## src/pfs_pkg.sv

```systemverilog
// ----------------------------------------------------------------------------
// pfs_pkg: shared types and constants of the periodic frame scheduler
// Slot count, field widths, operation codes and the result record.
// ----------------------------------------------------------------------------
package pfs_pkg;

	localparam int NUM_SLOTS = 10;
	localparam int SLOT_W    = 4;
	localparam int CNT_W     = 16;

	localparam logic signed [CNT_W-1:0] COUNT_MAX = 16'sh7FFF;

	typedef enum logic [1:0] {
		OP_TICK = 2'd0,
		OP_POLL = 2'd1,
		OP_ACK  = 2'd2,
		OP_LOAD = 2'd3
	} op_t;

	// one result of a poll
	typedef struct packed {
		logic [SLOT_W-1:0] due_slot;
		logic              due_valid;
		logic              last_of_run;
	} result_t;

	// verdict of the shared slot unit
	typedef struct packed {
		logic                    due;
		logic                    wr_en;
		logic signed [CNT_W-1:0] next_count;
	} alu_res_t;

endpackage

```

## src/pfs_alu.sv

```systemverilog
// ----------------------------------------------------------------------------
// pfs_alu: shared slot arithmetic unit
// Due test, saturating increment on tick, interval subtraction on ack.
// ----------------------------------------------------------------------------
module pfs_alu (
	input  pfs_pkg::op_t                    op,
	input  logic                            loaded,
	input  logic [pfs_pkg::CNT_W-1:0]       interval,
	input  logic signed [pfs_pkg::CNT_W-1:0] count,
	output pfs_pkg::alu_res_t               res
);

	logic signed [pfs_pkg::CNT_W:0] interval_ext;
	logic signed [pfs_pkg::CNT_W:0] count_ext;
	logic signed [pfs_pkg::CNT_W:0] operand;
	logic signed [pfs_pkg::CNT_W:0] sum;
	logic                           is_tick;

	// single adder, operand is +1 on tick and -interval on ack
	assign is_tick      = (op == pfs_pkg::OP_TICK);
	assign interval_ext = $signed({1'b0, interval});
	assign count_ext    = {count[pfs_pkg::CNT_W-1], count};
	assign operand      = is_tick ? 17'sd1 : -interval_ext;
	assign sum          = count_ext + operand;

	always_comb begin
		res.due        = loaded && (interval_ext <= count_ext);
		res.next_count = sum[pfs_pkg::CNT_W-1:0];
		unique case (op)
			pfs_pkg::OP_TICK: res.wr_en = loaded && (count != pfs_pkg::COUNT_MAX);
			pfs_pkg::OP_ACK:  res.wr_en = res.due;
			default:          res.wr_en = 1'b0;
		endcase
	end

endmodule

```

## src/pfs_out_reg.sv

```systemverilog
// ----------------------------------------------------------------------------
// pfs_out_reg: result output register
// Holds one poll result until the downstream side takes it.
// ----------------------------------------------------------------------------
module pfs_out_reg (
	input  logic                        clk,
	input  logic                        arst_n,
	input  logic                        push,
	input  pfs_pkg::result_t            push_data,
	output logic                        free,
	output logic                        m_tvalid,
	input  logic                        m_tready,
	output logic [7:0]                  m_tdata,  // [3:0] due_slot, [7:4] zero
	output logic                        m_tuser,  // [0] due_valid
	output logic                        m_tlast
);

	logic             valid_q;
	pfs_pkg::result_t data_q;

	assign free = !valid_q || m_tready;

	always_ff @(posedge clk or negedge arst_n) begin
		if (!arst_n) begin
			valid_q <= 1'b0;
		end else if (free) begin
			valid_q <= push;
		end
	end

	always_ff @(posedge clk) begin
		if (free && push) begin
			data_q <= push_data;
		end
	end

	assign m_tvalid = valid_q;
	assign m_tdata  = {4'b0000, data_q.due_slot};
	assign m_tuser  = data_q.due_valid;
	assign m_tlast  = data_q.last_of_run;

endmodule

```

## src/periodic_frame_scheduler.sv

```systemverilog
// ----------------------------------------------------------------------------
// periodic_frame_scheduler: periodic frame slot scheduler
// Slot table with intervals and elapsed counters, scanned by one shared unit.
// ----------------------------------------------------------------------------
// usage:
// - input channel s_*: one transaction per command; s_tuser carries the op
//   (tick, poll, ack, load), s_tdata the slot index, interval and start count
// - output channel m_*: poll results; m_tdata holds the due slot, m_tuser the
//   due-valid flag, m_tlast marks the final result of a poll
// - load is written as it is accepted; ack passes through the ACK state
//   (read-compare-subtract through the unit); tick and poll walk the slots one
//   per cycle through the shared unit, a poll only while the output register
//   can take its results; s_tready stays low for the scan and, for a poll, until the closing result is emitted
// - s_tready is high only while the sequencer is idle
// - a poll emits one result per due slot in ascending order; a due slot is
//   held one step so the last one can be marked with m_tlast; with nothing
//   due one result with m_tuser low and m_tlast high is sent
// - when the receiver stalls, the output register keeps its transaction and
//   the scan waits at the next due slot until the register frees up
// - reset clears the loaded flags and the sequencer; intervals and counters
//   are not reset and are only read for loaded slots
// ----------------------------------------------------------------------------
module periodic_frame_scheduler (
	input  logic        clk,
	input  logic        arst_n,
	input  logic        s_tvalid,
	output logic        s_tready,
	input  logic [39:0] s_tdata,  // [3:0] slot_index, [19:4] interval_value,
	                              // [35:20] start_count, [39:36] zero
	input  logic [1:0]  s_tuser,  // [1:0] op
	output logic        m_tvalid,
	input  logic        m_tready,
	output logic [7:0]  m_tdata,  // [3:0] due_slot, [7:4] zero
	output logic        m_tuser,  // [0] due_valid
	output logic        m_tlast
);

	typedef enum logic [1:0] {
		ST_IDLE,
		ST_SCAN,
		ST_FLUSH,
		ST_ACK
	} state_t;

	localparam logic [pfs_pkg::SLOT_W:0]   SLOT_LIMIT = (pfs_pkg::SLOT_W + 1)'(pfs_pkg::NUM_SLOTS);
	localparam logic [pfs_pkg::SLOT_W-1:0] SLOT_LAST  =
		pfs_pkg::SLOT_W'(pfs_pkg::NUM_SLOTS - 1);

	// slot table, intervals and counters undefined until a load
	logic [pfs_pkg::CNT_W-1:0]        interval_q [pfs_pkg::NUM_SLOTS];
	logic signed [pfs_pkg::CNT_W-1:0] count_q    [pfs_pkg::NUM_SLOTS];
	logic [pfs_pkg::NUM_SLOTS-1:0]    loaded_q;

	state_t                    state_q;
	pfs_pkg::op_t              op_q;
	logic [pfs_pkg::SLOT_W-1:0] idx_q;
	logic                      held_valid_q;
	logic [pfs_pkg::SLOT_W-1:0] held_slot_q;

	pfs_pkg::op_t              in_op;
	logic [pfs_pkg::SLOT_W-1:0] in_slot;
	logic                      in_slot_ok;
	logic                      in_fire;

	pfs_pkg::alu_res_t         alu_res;
	logic                      out_free;
	logic                      push;
	pfs_pkg::result_t          push_data;
	logic                      is_poll_scan;
	logic                      scan_stall;
	logic                      scan_done;

	assign in_op      = pfs_pkg::op_t'(s_tuser);
	assign in_slot    = s_tdata[3:0];
	assign in_slot_ok = ({1'b0, in_slot} < SLOT_LIMIT);
	assign s_tready   = (state_q == ST_IDLE);
	assign in_fire    = s_tvalid && s_tready;

	// shared unit sees the slot under the sequencer's index
	pfs_alu u_alu (
		.op       (op_q),
		.loaded   (loaded_q[idx_q]),
		.interval (interval_q[idx_q]),
		.count    (count_q[idx_q]),
		.res      (alu_res)
	);

	// a due slot found while another is held pushes the held one out
	assign is_poll_scan = (state_q == ST_SCAN) && (op_q == pfs_pkg::OP_POLL);
	assign scan_stall   = is_poll_scan && alu_res.due && held_valid_q && !out_free;
	assign scan_done    = (idx_q == SLOT_LAST);

	always_comb begin
		push      = 1'b0;
		push_data = '0;
		if (is_poll_scan && alu_res.due && held_valid_q) begin
			push               = out_free;
			push_data.due_slot  = held_slot_q;
			push_data.due_valid = 1'b1;
		end else if (state_q == ST_FLUSH) begin
			push                  = out_free;
			push_data.due_slot    = held_valid_q ? held_slot_q : '0;
			push_data.due_valid   = held_valid_q;
			push_data.last_of_run = 1'b1;
		end
	end

	pfs_out_reg u_out (
		.clk       (clk),
		.arst_n    (arst_n),
		.push      (push),
		.push_data (push_data),
		.free      (out_free),
		.m_tvalid  (m_tvalid),
		.m_tready  (m_tready),
		.m_tdata   (m_tdata),
		.m_tuser   (m_tuser),
		.m_tlast   (m_tlast)
	);

	// sequencer
	always_ff @(posedge clk or negedge arst_n) begin
		if (!arst_n) begin
			state_q      <= ST_IDLE;
			op_q         <= pfs_pkg::OP_TICK;
			idx_q        <= '0;
			held_valid_q <= 1'b0;
			loaded_q     <= '0;
		end else begin
			unique case (state_q)
				ST_IDLE: begin
					if (in_fire) begin
						op_q <= in_op;
						unique case (in_op)
							pfs_pkg::OP_TICK,
							pfs_pkg::OP_POLL: begin
								idx_q   <= '0;
								state_q <= ST_SCAN;
							end
							pfs_pkg::OP_ACK: begin
								idx_q <= in_slot;
								if (in_slot_ok) begin
									state_q <= ST_ACK;
								end
							end
							pfs_pkg::OP_LOAD: begin
								if (in_slot_ok) begin
									loaded_q[in_slot] <= 1'b1;
								end
							end
						endcase
					end
				end
				ST_SCAN: begin
					if (!scan_stall) begin
						if (is_poll_scan && alu_res.due) begin
							held_valid_q <= 1'b1;
						end
						if (scan_done) begin
							state_q <= (op_q == pfs_pkg::OP_POLL) ? ST_FLUSH : ST_IDLE;
						end else begin
							idx_q <= idx_q + 1'b1;
						end
					end
				end
				ST_FLUSH: begin
					if (out_free) begin
						held_valid_q <= 1'b0;
						state_q      <= ST_IDLE;
					end
				end
				ST_ACK: begin
					state_q <= ST_IDLE;
				end
				default: begin
					state_q <= ST_IDLE;
				end
			endcase
		end
	end

	// held due slot and table writes
	always_ff @(posedge clk) begin
		if (is_poll_scan && alu_res.due && !scan_stall) begin
			held_slot_q <= idx_q;
		end
		if (in_fire && in_op == pfs_pkg::OP_LOAD && in_slot_ok) begin
			interval_q[in_slot] <= s_tdata[19:4];
			count_q[in_slot]    <= $signed(s_tdata[35:20]);
		end else if (((state_q == ST_SCAN && op_q == pfs_pkg::OP_TICK) ||
		              state_q == ST_ACK) && alu_res.wr_en) begin
			count_q[idx_q] <= alu_res.next_count;
		end
	end

endmodule
```

## config.mk

```make
export PLATFORM = sky130hd
export DESIGN_NAME = periodic_frame_scheduler
export DESIGN_NICKNAME = d
export VERILOG_FILES = /design/src/pfs_pkg.sv /design/src/pfs_alu.sv /design/src/pfs_out_reg.sv /design/src/periodic_frame_scheduler.sv
export SDC_FILE = /design/constraint.sdc
export NUM_CORES = 1
export LEC_CHECK = 0
export BUFFER_PORTS_ARGS = -buffer_cell sky130_fd_sc_hd__buf_2
export CAP_MARGIN = 25
export CORE_MARGIN = 8
export CORE_UTILIZATION = 55
export DETAILED_ROUTE_END_ITERATION = 12
export PLACE_DENSITY = 0.71
export SYNTH_ARGS = -nofsm -noshare
export SYNTH_HDL_FRONTEND = slang
export SYNTH_SLANG_ARGS = --single-unit
export TNS_END_PERCENT = 30
```

## constraint.sdc

```tcl
create_clock -name clk -period 15.7 [get_ports clk]
set_input_delay 0 -clock clk [delete_from_list [all_inputs] [get_ports clk]]
set_output_delay 0 -clock clk [all_outputs]
set_load 0.02 [all_outputs]
```

# Word-level counts from Yosys, hierarchy flattened
# Memories as Yosys holds them, arrays and structs flattened.
# Cells that the tools add are included.
# totals
register_bits,30
mem_bits_rw,320
output_inout_bits,12
memories,2
# op_classes
add_sub_neg,3
order_cmp,5
eq_ne,18
muxes,36
n_bitwise,1
reduce_logical,31
# memory_table
name,words,word_bits,read_ports,rd_ports_with_merged_regs,write_ports,line_no,source
count_q,10,16,1,0,1,periodic_frame_scheduler.sv:51,logic signed [pfs_pkg::CNT_W-1:0] count_q [pfs_pkg::NUM_SLOTS];
interval_q,10,16,1,0,1,periodic_frame_scheduler.sv:50,logic [pfs_pkg::CNT_W-1:0] interval_q [pfs_pkg::NUM_SLOTS];
# op_table
operator,count
2-to-1 mux 16 bit,2
2-to-1 mux 4 bit,5
less-or-equal comparator 17 x 16 -> 1 bit,1
adder 16 bit,1
"!= test 16 bit, second input constant",1
negator 16 bit,1
one-hot mux 4 bit (2 select lines),2
OR reduction 16 bit,1
logical AND 1 bit,14
2-to-1 mux 1 bit,13
2-to-1 mux 2 bit,6
"== test 2 bit, second input constant",5
"less-than comparator 4 x 5 -> 1 bit, second input constant",2
OR 10 bit,1
"!= test 2 bit, second input constant",4
one-hot mux 2 bit (4 select lines),1
AND reduction 4 bit,2
"== test 2 x 1 -> 1 bit, second input constant",3
logical NOT 2 bit,3
2-to-1 mux 6 bit,1
AND reduction 6 bit,1
2-to-1 mux 5 bit,1
AND reduction 5 bit,1
"adder 4 x 1 -> 4 bit, second input constant",1
15 further kinds,21

# Depth between registers and ports, before layout
# Gate-level depths: netlist (run 1).
# logic_depth
depth_word,10
mapped_depth,21

# Modules after synthesis
# Synthesis (run 1) repeated with hierarchy kept, for this count alone.
# unflattened
hier_cells,963
hier_area_um2,15457.3
# by_module_without_submodules
module,n_inst,cells_per_inst,area_each_um2,seq_area_each_um2
periodic_frame_scheduler,1,724,13654.3,10204.8
pfs_alu,1,224,1535.2,0.0
pfs_out_reg,1,15,267.8,205.2

# Worst setup path after synthesis (run 1)
# No wires, ideal clock.
# synth_timing
path_type,reg-to-reg
startpoint,register idx_q[0] (netlist name)
endpoint,memory count_q[0][0] (netlist name) (enable)
setup_time_ns,0.414
arrival_ns,5.475
required_time_ns,15.286
slack_ns,9.811
path_stages_with_launch,19
cell_sequence,dfrtp_1 -> buf_6 -> buf_6 -> buf_4 -> buf_4 -> clkbuf_1 -> mux2_2 -> a21oi_1 -> inv_1 -> ha_1 -> and3_1 -> a21oi_1 -> a21oi_1 -> o211a_1 -> o21ba_2 -> o41ai_1 -> nand4b_2 -> or3_1 -> o31ai_1
# synth_via
elab_chain_len,10
word_cells_on_any_way,16
# synth_lines
element,line_no,source
"start, declared",periodic_frame_scheduler.sv:56,logic [pfs_pkg::SLOT_W-1:0] idx_q;
"start signal, assigned",periodic_frame_scheduler.sv:141,idx_q <= in_slot;
"start signal, assigned",periodic_frame_scheduler.sv:162,idx_q <= idx_q + 1'b1;
memory read (10 x 16 bit) (tied with other cells),--,
less-or-equal comparator 17 x 16 -> 1 bit (tied with other cells),pfs_alu.sv:27,res.due = loaded && (interval_ext <= count_ext);
"logical AND 1 bit, on equally long branches","pfs_alu.sv:27, pfs_alu.sv:30",
one-hot mux 1 bit (2 select lines),pfs_alu.sv:29,unique case (op)
logical AND 1 bit,periodic_frame_scheduler.sv:191,state_q == ST_ACK) && alu_res.wr_en) begin
2-to-1 mux 1 bit,periodic_frame_scheduler.sv:190,end else if (((state_q == ST_SCAN && op_q == pfs_pkg::OP_TICK) ||
2-to-1 mux 1 bit,periodic_frame_scheduler.sv:187,if (in_fire && in_op == pfs_pkg::OP_LOAD && in_slot_ok) begin
2-to-1 mux 1 bit (not written as such),periodic_frame_scheduler.sv:192,count_q[idx_q] <= alu_res.next_count;
OR reduction 16 bit (no source line),--,
2-to-1 mux 4 bit (no source line) / 2-to-1 mux 1 bit (equally long branches),--,
"end, declared",periodic_frame_scheduler.sv:51,
# Several ways; a longest one is shown, not always the timed one. The select of a mux whose other input is x is not followed.

# Worst setup path in the final report (run 1)
# layout_timing
startpoint,register idx_q[0] (netlist name)
endpoint,memory count_q[9][9] (netlist name) (enable)
# The elaborated chain is that of the path after synthesis.

==> results of run 1 <==
## area by class of cell
class                           instances  share of cell area, %
Sequential cell                       350                   59.1
Inverter                               37                  0.788
Antenna cell                            1                 0.0142
Clock buffer                           47                   5.52
Tap cell                              378                   2.68
Timing Repair Buffer                  100                   4.26
Multi-Input combinational cell        532                   26.6
Clock inverter                         20                   1.04
## synth_stat cells (3+ instances only)
| cell | number |
|---|---|
| and2_1 | 9 |
| nor2_1 | 45 |
| buf_6 | 4 |
| o21a_1 | 6 |
| clkbuf_1 | 15 |
| nand3_1 | 7 |
| nor3_1 | 6 |
| o21ai_0 | 39 |
| or3_1 | 9 |
| nand2b_1 | 8 |
| o31ai_1 | 7 |
| buf_4 | 15 |
| xnor2_1 | 11 |
| nand2_1 | 45 |
| a21o_1 | 9 |
| buf_2 | 6 |
| nor2b_1 | 26 |
| a22oi_1 | 10 |
| a211oi_1 | 20 |
| mux4_2 | 58 |
| buf_1 | 3 |
| and3_1 | 3 |
| edfxtp_1 | 330 |
| a21oi_1 | 35 |
| inv_1 | 37 |
| dfrtp_1 | 20 |
| nand3b_1 | 3 |
| mux2_2 | 20 |
| ha_1 | 35 |
| a22o_1 | 7 |
| o22ai_1 | 4 |
| nand4_1 | 9 |
| mux2i_1 | 36 |
| xor2_1 | 12 |
| o21ai_1 | 5 |
| or2_2 | 6 |
## worst register-to-register path: stages (launching register included)
cell	delay, ps
dfrtp_4	830
buf_4	700
buf_4	730
mux4_2	620
a22o_1	250
a21oi_1	320
inv_1	130
ha_1	330
and3_1	160
a21oi_1	140
a21oi_1	90
o211a_1	250
o21ba_2	260
o41ai_1	370
nand4b_2	130
buf_4	270
or3_1	440
o21ai_2	780
## worst max path at each step
stage / startpoint / to / slack, ps
after floorplan: idx_q[0] / count_q[0][0] / 9810
after global placement: idx_q[0] / count_q[5][5] / 8170
after detailed placement: idx_q[0] / count_q[9][15] / 8420
after CTS: idx_q[0] / count_q[9][9] / 8380
after global routing: idx_q[0] / count_q[9][9] / 7990
final: idx_q[0] / count_q[9][9] / 8470
## repair_timing
| action | 4_1_cts | 5_1_grt |
|---|---|---|
| endpoints found under the hold margin | 226 | 0 |
| gates resized for setup | 0 | 0 |
| hold buffers | 30 | 0 |
## layer usage
| layer | share of wire (%) | vias to the layer above | wire length (um) |
|---|---|---|---|
| li1 | - | 3955 | - |
| met1 | 43 | 4397 | 14100 |
| met2 | 47 | 269 | 15400 |
| met3 | 7.2 | 64 | 2350 |
| met4 | 2.7 | 2 | 879 |
| met5 | 0.024 | - | 8 |
## cell usage in the layout (no fill, tap or decap), drive strengths merged, types with 6 or more instances in the layout
| cell type | count |
|---|---|
| xor2 | 12 |
| o31ai | 7 |
| a21oi | 35 |
| and2 | 9 |
| dlygate4sd3 | 30 |
| nor3 | 6 |
| or3 | 9 |
| clkinv | 12 |
| dfrtp | 20 |
| mux2i | 36 |
| o21ai | 44 |
| inv | 43 |
| edfxtp | 330 |
| nor2 | 45 |
| a22o | 7 |
| nor2b | 26 |
| nand4 | 9 |
| o21a | 6 |
| a22oi | 10 |
| a21o | 9 |
| or2 | 6 |
| xnor2 | 11 |
| nand2b | 8 |
| clkbuf | 48 |
| nand2 | 46 |
| mux2 | 20 |
| a211oi | 20 |
| nand3 | 7 |
| mux4 | 58 |
| buf | 69 |
| ha | 35 |
## power by group through the flow
stage / clock (mW) / combinational (mW) / sequential (mW)
3_3_place_gp: 0 / 1.23 / 1.14
4_1_cts: 0.847 / 1.26 / 1.12
6_report: 0.832 / 1.26 / 1.12
3_5_place_dp: 0 / 1.25 / 1.14
2_1_floorplan: 0 / 0.982 / 1.11
5_1_grt: 0.878 / 1.39 / 1.13
## sequential cells by signal (all words and copies together), names as in the netlist
register        count
count_q           160
held_slot_q         4
held_valid_q        1
idx_q               4
interval_q        160
loaded_q           10
op_q                2
state_q             2
u_out.m_tdata       4
u_out.m_tlast       1
u_out.m_tuser       1
u_out.m_tvalid      1
## logic make-up after synthesis
kind of cell,after synthesis
buf+inv,80
mux,114
fa+ha+maj,36
compound gates,165
other cells,1
simple gates,190
xor+xnor,23
flops,350
==> run_results.csv, run 1 <==
group,metric,value,unit
global_routing,overflow,0,
global_routing,busiest_layer,"met2",
yosys,synth-compound-area-share,6.96,%
setup_path,worstSetupPathType,"flip-flop to flip-flop",
layout,fin_nets,1140,
place,place.gp.congestion,0.860,
global_routing,antenna_found_initial,2,
yosys,synth-simple-area-share,6.46,%
global_routing,grtUsageMet2,30.9,%
setup_path,start_kind,"flip-flop",
status,status,"completed",
timing,min_period,7230,ps
yosys,yosys-mux-area-fraction,12.3,%
pwr,pwr-share-comb,39.3,%
floorplan,die-width,183,um
timing,worst_slack,8470,ps
timing,fin_setup_tns,0,ps
yosys,synth_top_family_by_area,"multiplexers",
pwr,power_frac_clock,25.9,%
yosys,netlist_area,15400,um2
routing,ant_nets,0,
pwr,vdd_ir_drop_max,0.109,mV
yosys,synth.avg_cell_area,16.1,um2
floorplan,dieArea,33700,um2
routing,wl,32700,um
setup_path,r2r-end,"count_q[9][9]",
global_routing,use_met1,26.9,%
setup_path,worstPathRequired,15830,ps
pwr,p_leak,6.31,nW
clock_network,cts_root_buf,"clkbuf_16",
timing,fmax,138,MHz
setup_path,crit_arrival,7360,ps
clock_network,clkLatencyLatePin,540,ps
pwr,p_switching,1.13,mW
setup_path,rr_worst_depth,17,
worst_hold_path,min_to,"count_q[8][4]",
yosys,async_flop_share,5.71,%
timing,setup_violations,0,
setup_path,slowest_delay,830,ps
yosys,synth_edf_count,330,
routing,via_per_inst,5.93,
timing,whs,7.68,ps
global_routing,grt_pass1_vias,8646,
setup_path,cp.depth,17,
floorplan,io_pins,58,
setup_path,worstPathCellList,"buf_4 > buf_4 > mux4_2 > a22o_1 > a21oi_1 > inv_1 > ha_1 > and3_1 > a21oi_1 > a21oi_1 > o211a_1 > o21ba_2 > o41ai_1 > nand4b_2 > buf_4 > or3_1 > o21ai_2",
global_routing,grt_pass1_wl,50400,um
worst_hold_path,min_path_cells,4,
setup_path,cpMaxStageDelayCell,"dfrtp_4",
flow_run,drv_cap,0,
place,dp_cells,1365,
clock_network,path_clk_slew,60,ps
setup_path,cp_max_fo,49,
routing,drt-initial-drc-count,738,
routing,drc_errors,0,
layout,regArea,10400,um2
floorplan,fp-row-count,61,
timing,hold_viol_final,0,
yosys,synth-seq-cells,350,
setup_path,crit_path_end_kind,"flip-flop",
pwr,power.share.switching,35.0,%
global_routing,use_met3,5.00,%
clock_network,numCtsBuffers,37,
layout,drive_above_1_share,21.0,%
setup_path,reg2reg_setup_slack,8470,ps
clock_network,cts_max_level,2,
clock_network,clkSinkCount,350,
floorplan,die_h,183,um
clock_network,tritoncts,"yes",
layout,fin_util,63.6,%
pwr,power_density,183,nW/um2
routing,first_pass_iters,7,
yosys,synthAdderAreaFrac,2.97,%
setup_path,critPathTopFamily,"compound AO/OA/AOI/OAI gates",
setup_path,r2r-start,"idx_q[0]",
layout,fillers,1999,
worst_hold_path,min_path_type,"input pin to flip-flop",
yosys,yosys_warnings,0,
layout,multi_input_area,4690,um2
timing,relSlewSlack,27.3,%
place,portBuffers,49,
place,place_area,16100,um2
routing,wl_per_cell,22.3,um
yosys,synth_xor_xnor_area_share,1.31,%
timing,slew_violations,0,
layout,final_cell_area,17600,um2
yosys,synthFlopType,"edfxtp_1",
pwr,intPower,2.09,mW
layout,syn2layout_area_growth,14.3,%
pwr,p_seq_share,34.8,%
timing,skew,30.4,ps
layout,finalNonFillerCells,1465,
yosys,synthTopCellsByArea,"edfxtp_1 64%, mux4_2 8.5%, dfrtp_1 3.2%, ha_1 2.8%, mux2i_1 2.3%",
global_routing,track_usage,19.8,%
place,dp_hpwl,20500,um
yosys,ys_seq_area_share,67.5,%
yosys,syn_inst,959,
yosys,yosysTopAreaCell,"edfxtp_1",
setup_path,critical_path.n_buffers_inverters,4,
worst_hold_path,hold_path.startpoint,"s_tdata[24]",
yosys,yosys.cell_types.count,65,
pwr,power.total,3.22,mW
yosys,synth_top_area_share,64.2,%
clock_network,ctsLongestPathBuffers,3,
global_routing,grt_max_degree,51,
timing,rsz0062_at_grt,"no",
clock_network,postCtsSetupBuffers,0,
timing,post-route-period-util,46.0,%
place,dp_slack,8420,ps
floorplan,core,27700,um2
routing,vias,8687,
floorplan,initial_core_util,55.7,%
timing,tightestPinTransition,1080,ps
No activity file was read; power rests on OpenSTA's default activity.
==> run 2: changes to the inputs <==
clock period = 6.79 ns   (was 15.7 ns; I/O delays follow)
==> run 2 against run 1 <==
  * Combinational power is 130% higher
  * Non-clock buffer count is 14 higher
  * Hold slack better by 8.2 ps
  * Setup slack worse by 7600 ps
  * Cell count is 0.48% higher
  * Clock power is 130% higher
  * Count of clock-buffer cells in the layout is 4 lower
  * Utilization is 0.20 points higher
  * Critical endpoint is now count_q[4][14]
  * Global-route usage is 0.52 points higher
  * Sequential share of layout area is 0.19 points lower
  * Via count hardly changed
  * Total power is 130% higher
==> run_results.csv, run 2 (same netlist as run 1, synthesis figures left out) <==
group,metric,value,unit
status,status,"completed",
setup_path,r2r-end,"count_q[4][14]",
routing,wl_per_cell,22.8,um
timing,tightestPinTransition,1010,ps
pwr,power_density,422,nW/um2
worst_hold_path,min_path_type,"input pin to flip-flop",
timing,rsz0062_at_grt,"no",
routing,via_per_inst,5.90,
setup_path,crit_arrival,6150,ps
timing,slew_violations,0,
floorplan,initial_core_util,55.7,%
global_routing,grt_pass1_wl,51600,um
floorplan,fp-row-count,61,
clock_network,numCtsBuffers,36,
place,dp_cells,1377,
setup_path,r2r-start,"idx_q[0]",
place,dp_hpwl,21500,um
setup_path,worstPathRequired,6980,ps
clock_network,cts_resized,0,
floorplan,die_h,183,um
routing,ant_nets,0,
timing,min_period,5960,ps
timing,relSlewSlack,31.8,%
clock_network,postCtsSetupBuffers,0,
global_routing,antenna_found_initial,2,
routing,wl,33500,um
routing,drc_errors,0,
setup_path,worstSetupPathType,"flip-flop to flip-flop",
routing,vias,8684,
setup_path,startpoint,"idx_q[0]",
timing,setup_violations,0,
layout,fin_nets,1153,
timing,fmax,168,MHz
clock_network,tritoncts,"yes",
setup_path,crit_end,"count_q[4][14]",
layout,reg.largest.list,"count_q: 160 flops, interval_q: 160 flops, loaded_q: 10 flops",
clock_network,cts_max_level,2,
floorplan,core,27700,um2
setup_path,cp_max_fo,52,
layout,finalNonFillerCells,1472,
layout,final_cell_mix,"330 x edfxtp_1, 58 x mux4_2, 50 x buf_2",
floorplan,io_pins,58,
clock_network,ctsHoldBuffers,29,
floorplan,die-width,183,um
timing,post-route-period-util,87.7,%
timing,fin_setup_tns,0,ps
clock_network,cts_root_buf,"clkbuf_16",
timing,hold_viol_final,0,
timing,skew,25.4,ps
clock_network,ctsLongestPathBuffers,3,
setup_path,rr_worst_depth,15,
clock_network,clkSinkCount,350,
routing,first_pass_iters,5,
routing,drt-initial-drc-count,793,
pwr,p_leak,6.34,nW
place,place.gp.congestion,0.869,
layout,drive_above_1_share,21.5,%
global_routing,track_usage,20.3,%
global_routing,overflow,0,
place,portBuffers,49,
flow_run,drv_cap,0,
setup_path,crit_path_end_kind,"flip-flop",
timing,whs,15.9,ps
layout,layout_commonest_cell,"edfxtp_1",
global_routing,grt_pass1_vias,8844,
layout,syn2layout_area_growth,14.6,%
setup_path,reg2reg_setup_slack,830,ps
clock_network,path_clk_slew,60,ps
pwr,vdd_ir_drop_max,0.212,mV
clock_network,clkLatencyLatePin,530,ps
floorplan,dieArea,33700,um2
setup_path,start_kind,"flip-flop",
global_routing,grt_max_degree,53,
==> run 2: changes by cell type in the layout (fill, tap and decap cells not counted), sizes merged <==
cell / before / now
clkbuf: 48 / 47
clkinvlp: 0 / 2
clkinv: 12 / 9
dlygate4sd3: 30 / 29
bufinv: 2 / 3
inv: 43 / 40
buf: 69 / 81
==> run 2: area by class of cell <==
cell class / instances / area, um2
clock buffers: 43 / 937
well taps: 378 / 473
multi-input cells: 532 / 4690
flip-flops and latches: 350 / 10400
diodes: 1 / 2.50
inverters: 37 / 139
fillers: 1973 / 10000
clock inverters: 17 / 191
repair buffers: 114 / 836
==> run 2: worst min path at each step <==
stage | from | endpoint | slack [ps] | cells past startpoint
2_1_floorplan | arst_n | held_valid_q | -300 | 0
3_3_place_gp | arst_n | idx_q[3] | -30 | 1
3_5_place_dp | arst_n | idx_q[0] | -20 | 1
4_1_cts | s_tdata[35] | count_q[9][15] | 80 | 2
5_1_grt | s_tdata[28] | count_q[1][8] | 30 | 4
6_report | s_tdata[28] | count_q[9][8] | 20 | 4
==> run 2: metal layers <==
layer / GRT usage (%) / wire [um] / share of wire [%]
met3: 3.70 / 2080 / 6.2
met5: 0 / 12 / 0.036
met1: 28.1 / 14700 / 44
met4: 6.80 / 997 / 3.0
met2: 32.2 / 15700 / 47
==> run 2: metrics by stage <==
step	util, %	setup slack [ps]	power (mW)	instance area, um2
4_1_cts	63.7	618	7.49	17600
6_report	63.8	832	7.46	17700
5_1_grt	63.8	399	7.90	17700
3_3_place_gp	58.5	796	5.52	16200
2_1_floorplan	-	901	4.83	15400
3_5_place_dp	58.6	668	5.57	16200
==> run 2: report_power, final <==
part / leakage (nW) / switching [mW] / internal, mW
registers: 3.23 / 0.159 / 2.49
clock network: 0.544 / 0.797 / 1.11
logic: 2.57 / 1.64 / 1.27
total: 6.34 / 2.59 / 4.87
==> run 2: critical path: stages (launching register included) <==
cell	delay [ps]
dfrtp_4	1060
buf_4	390
mux2_2	370
o22ai_1	160
o31ai_1	230
or3_1	470
nand4b_1	260
or4_1	460
xnor2_1	170
nor2_1	60
ha_1	260
or3_1	380
a211oi_1	280
or2_2	190
a311oi_1	80
o21ai_0	730
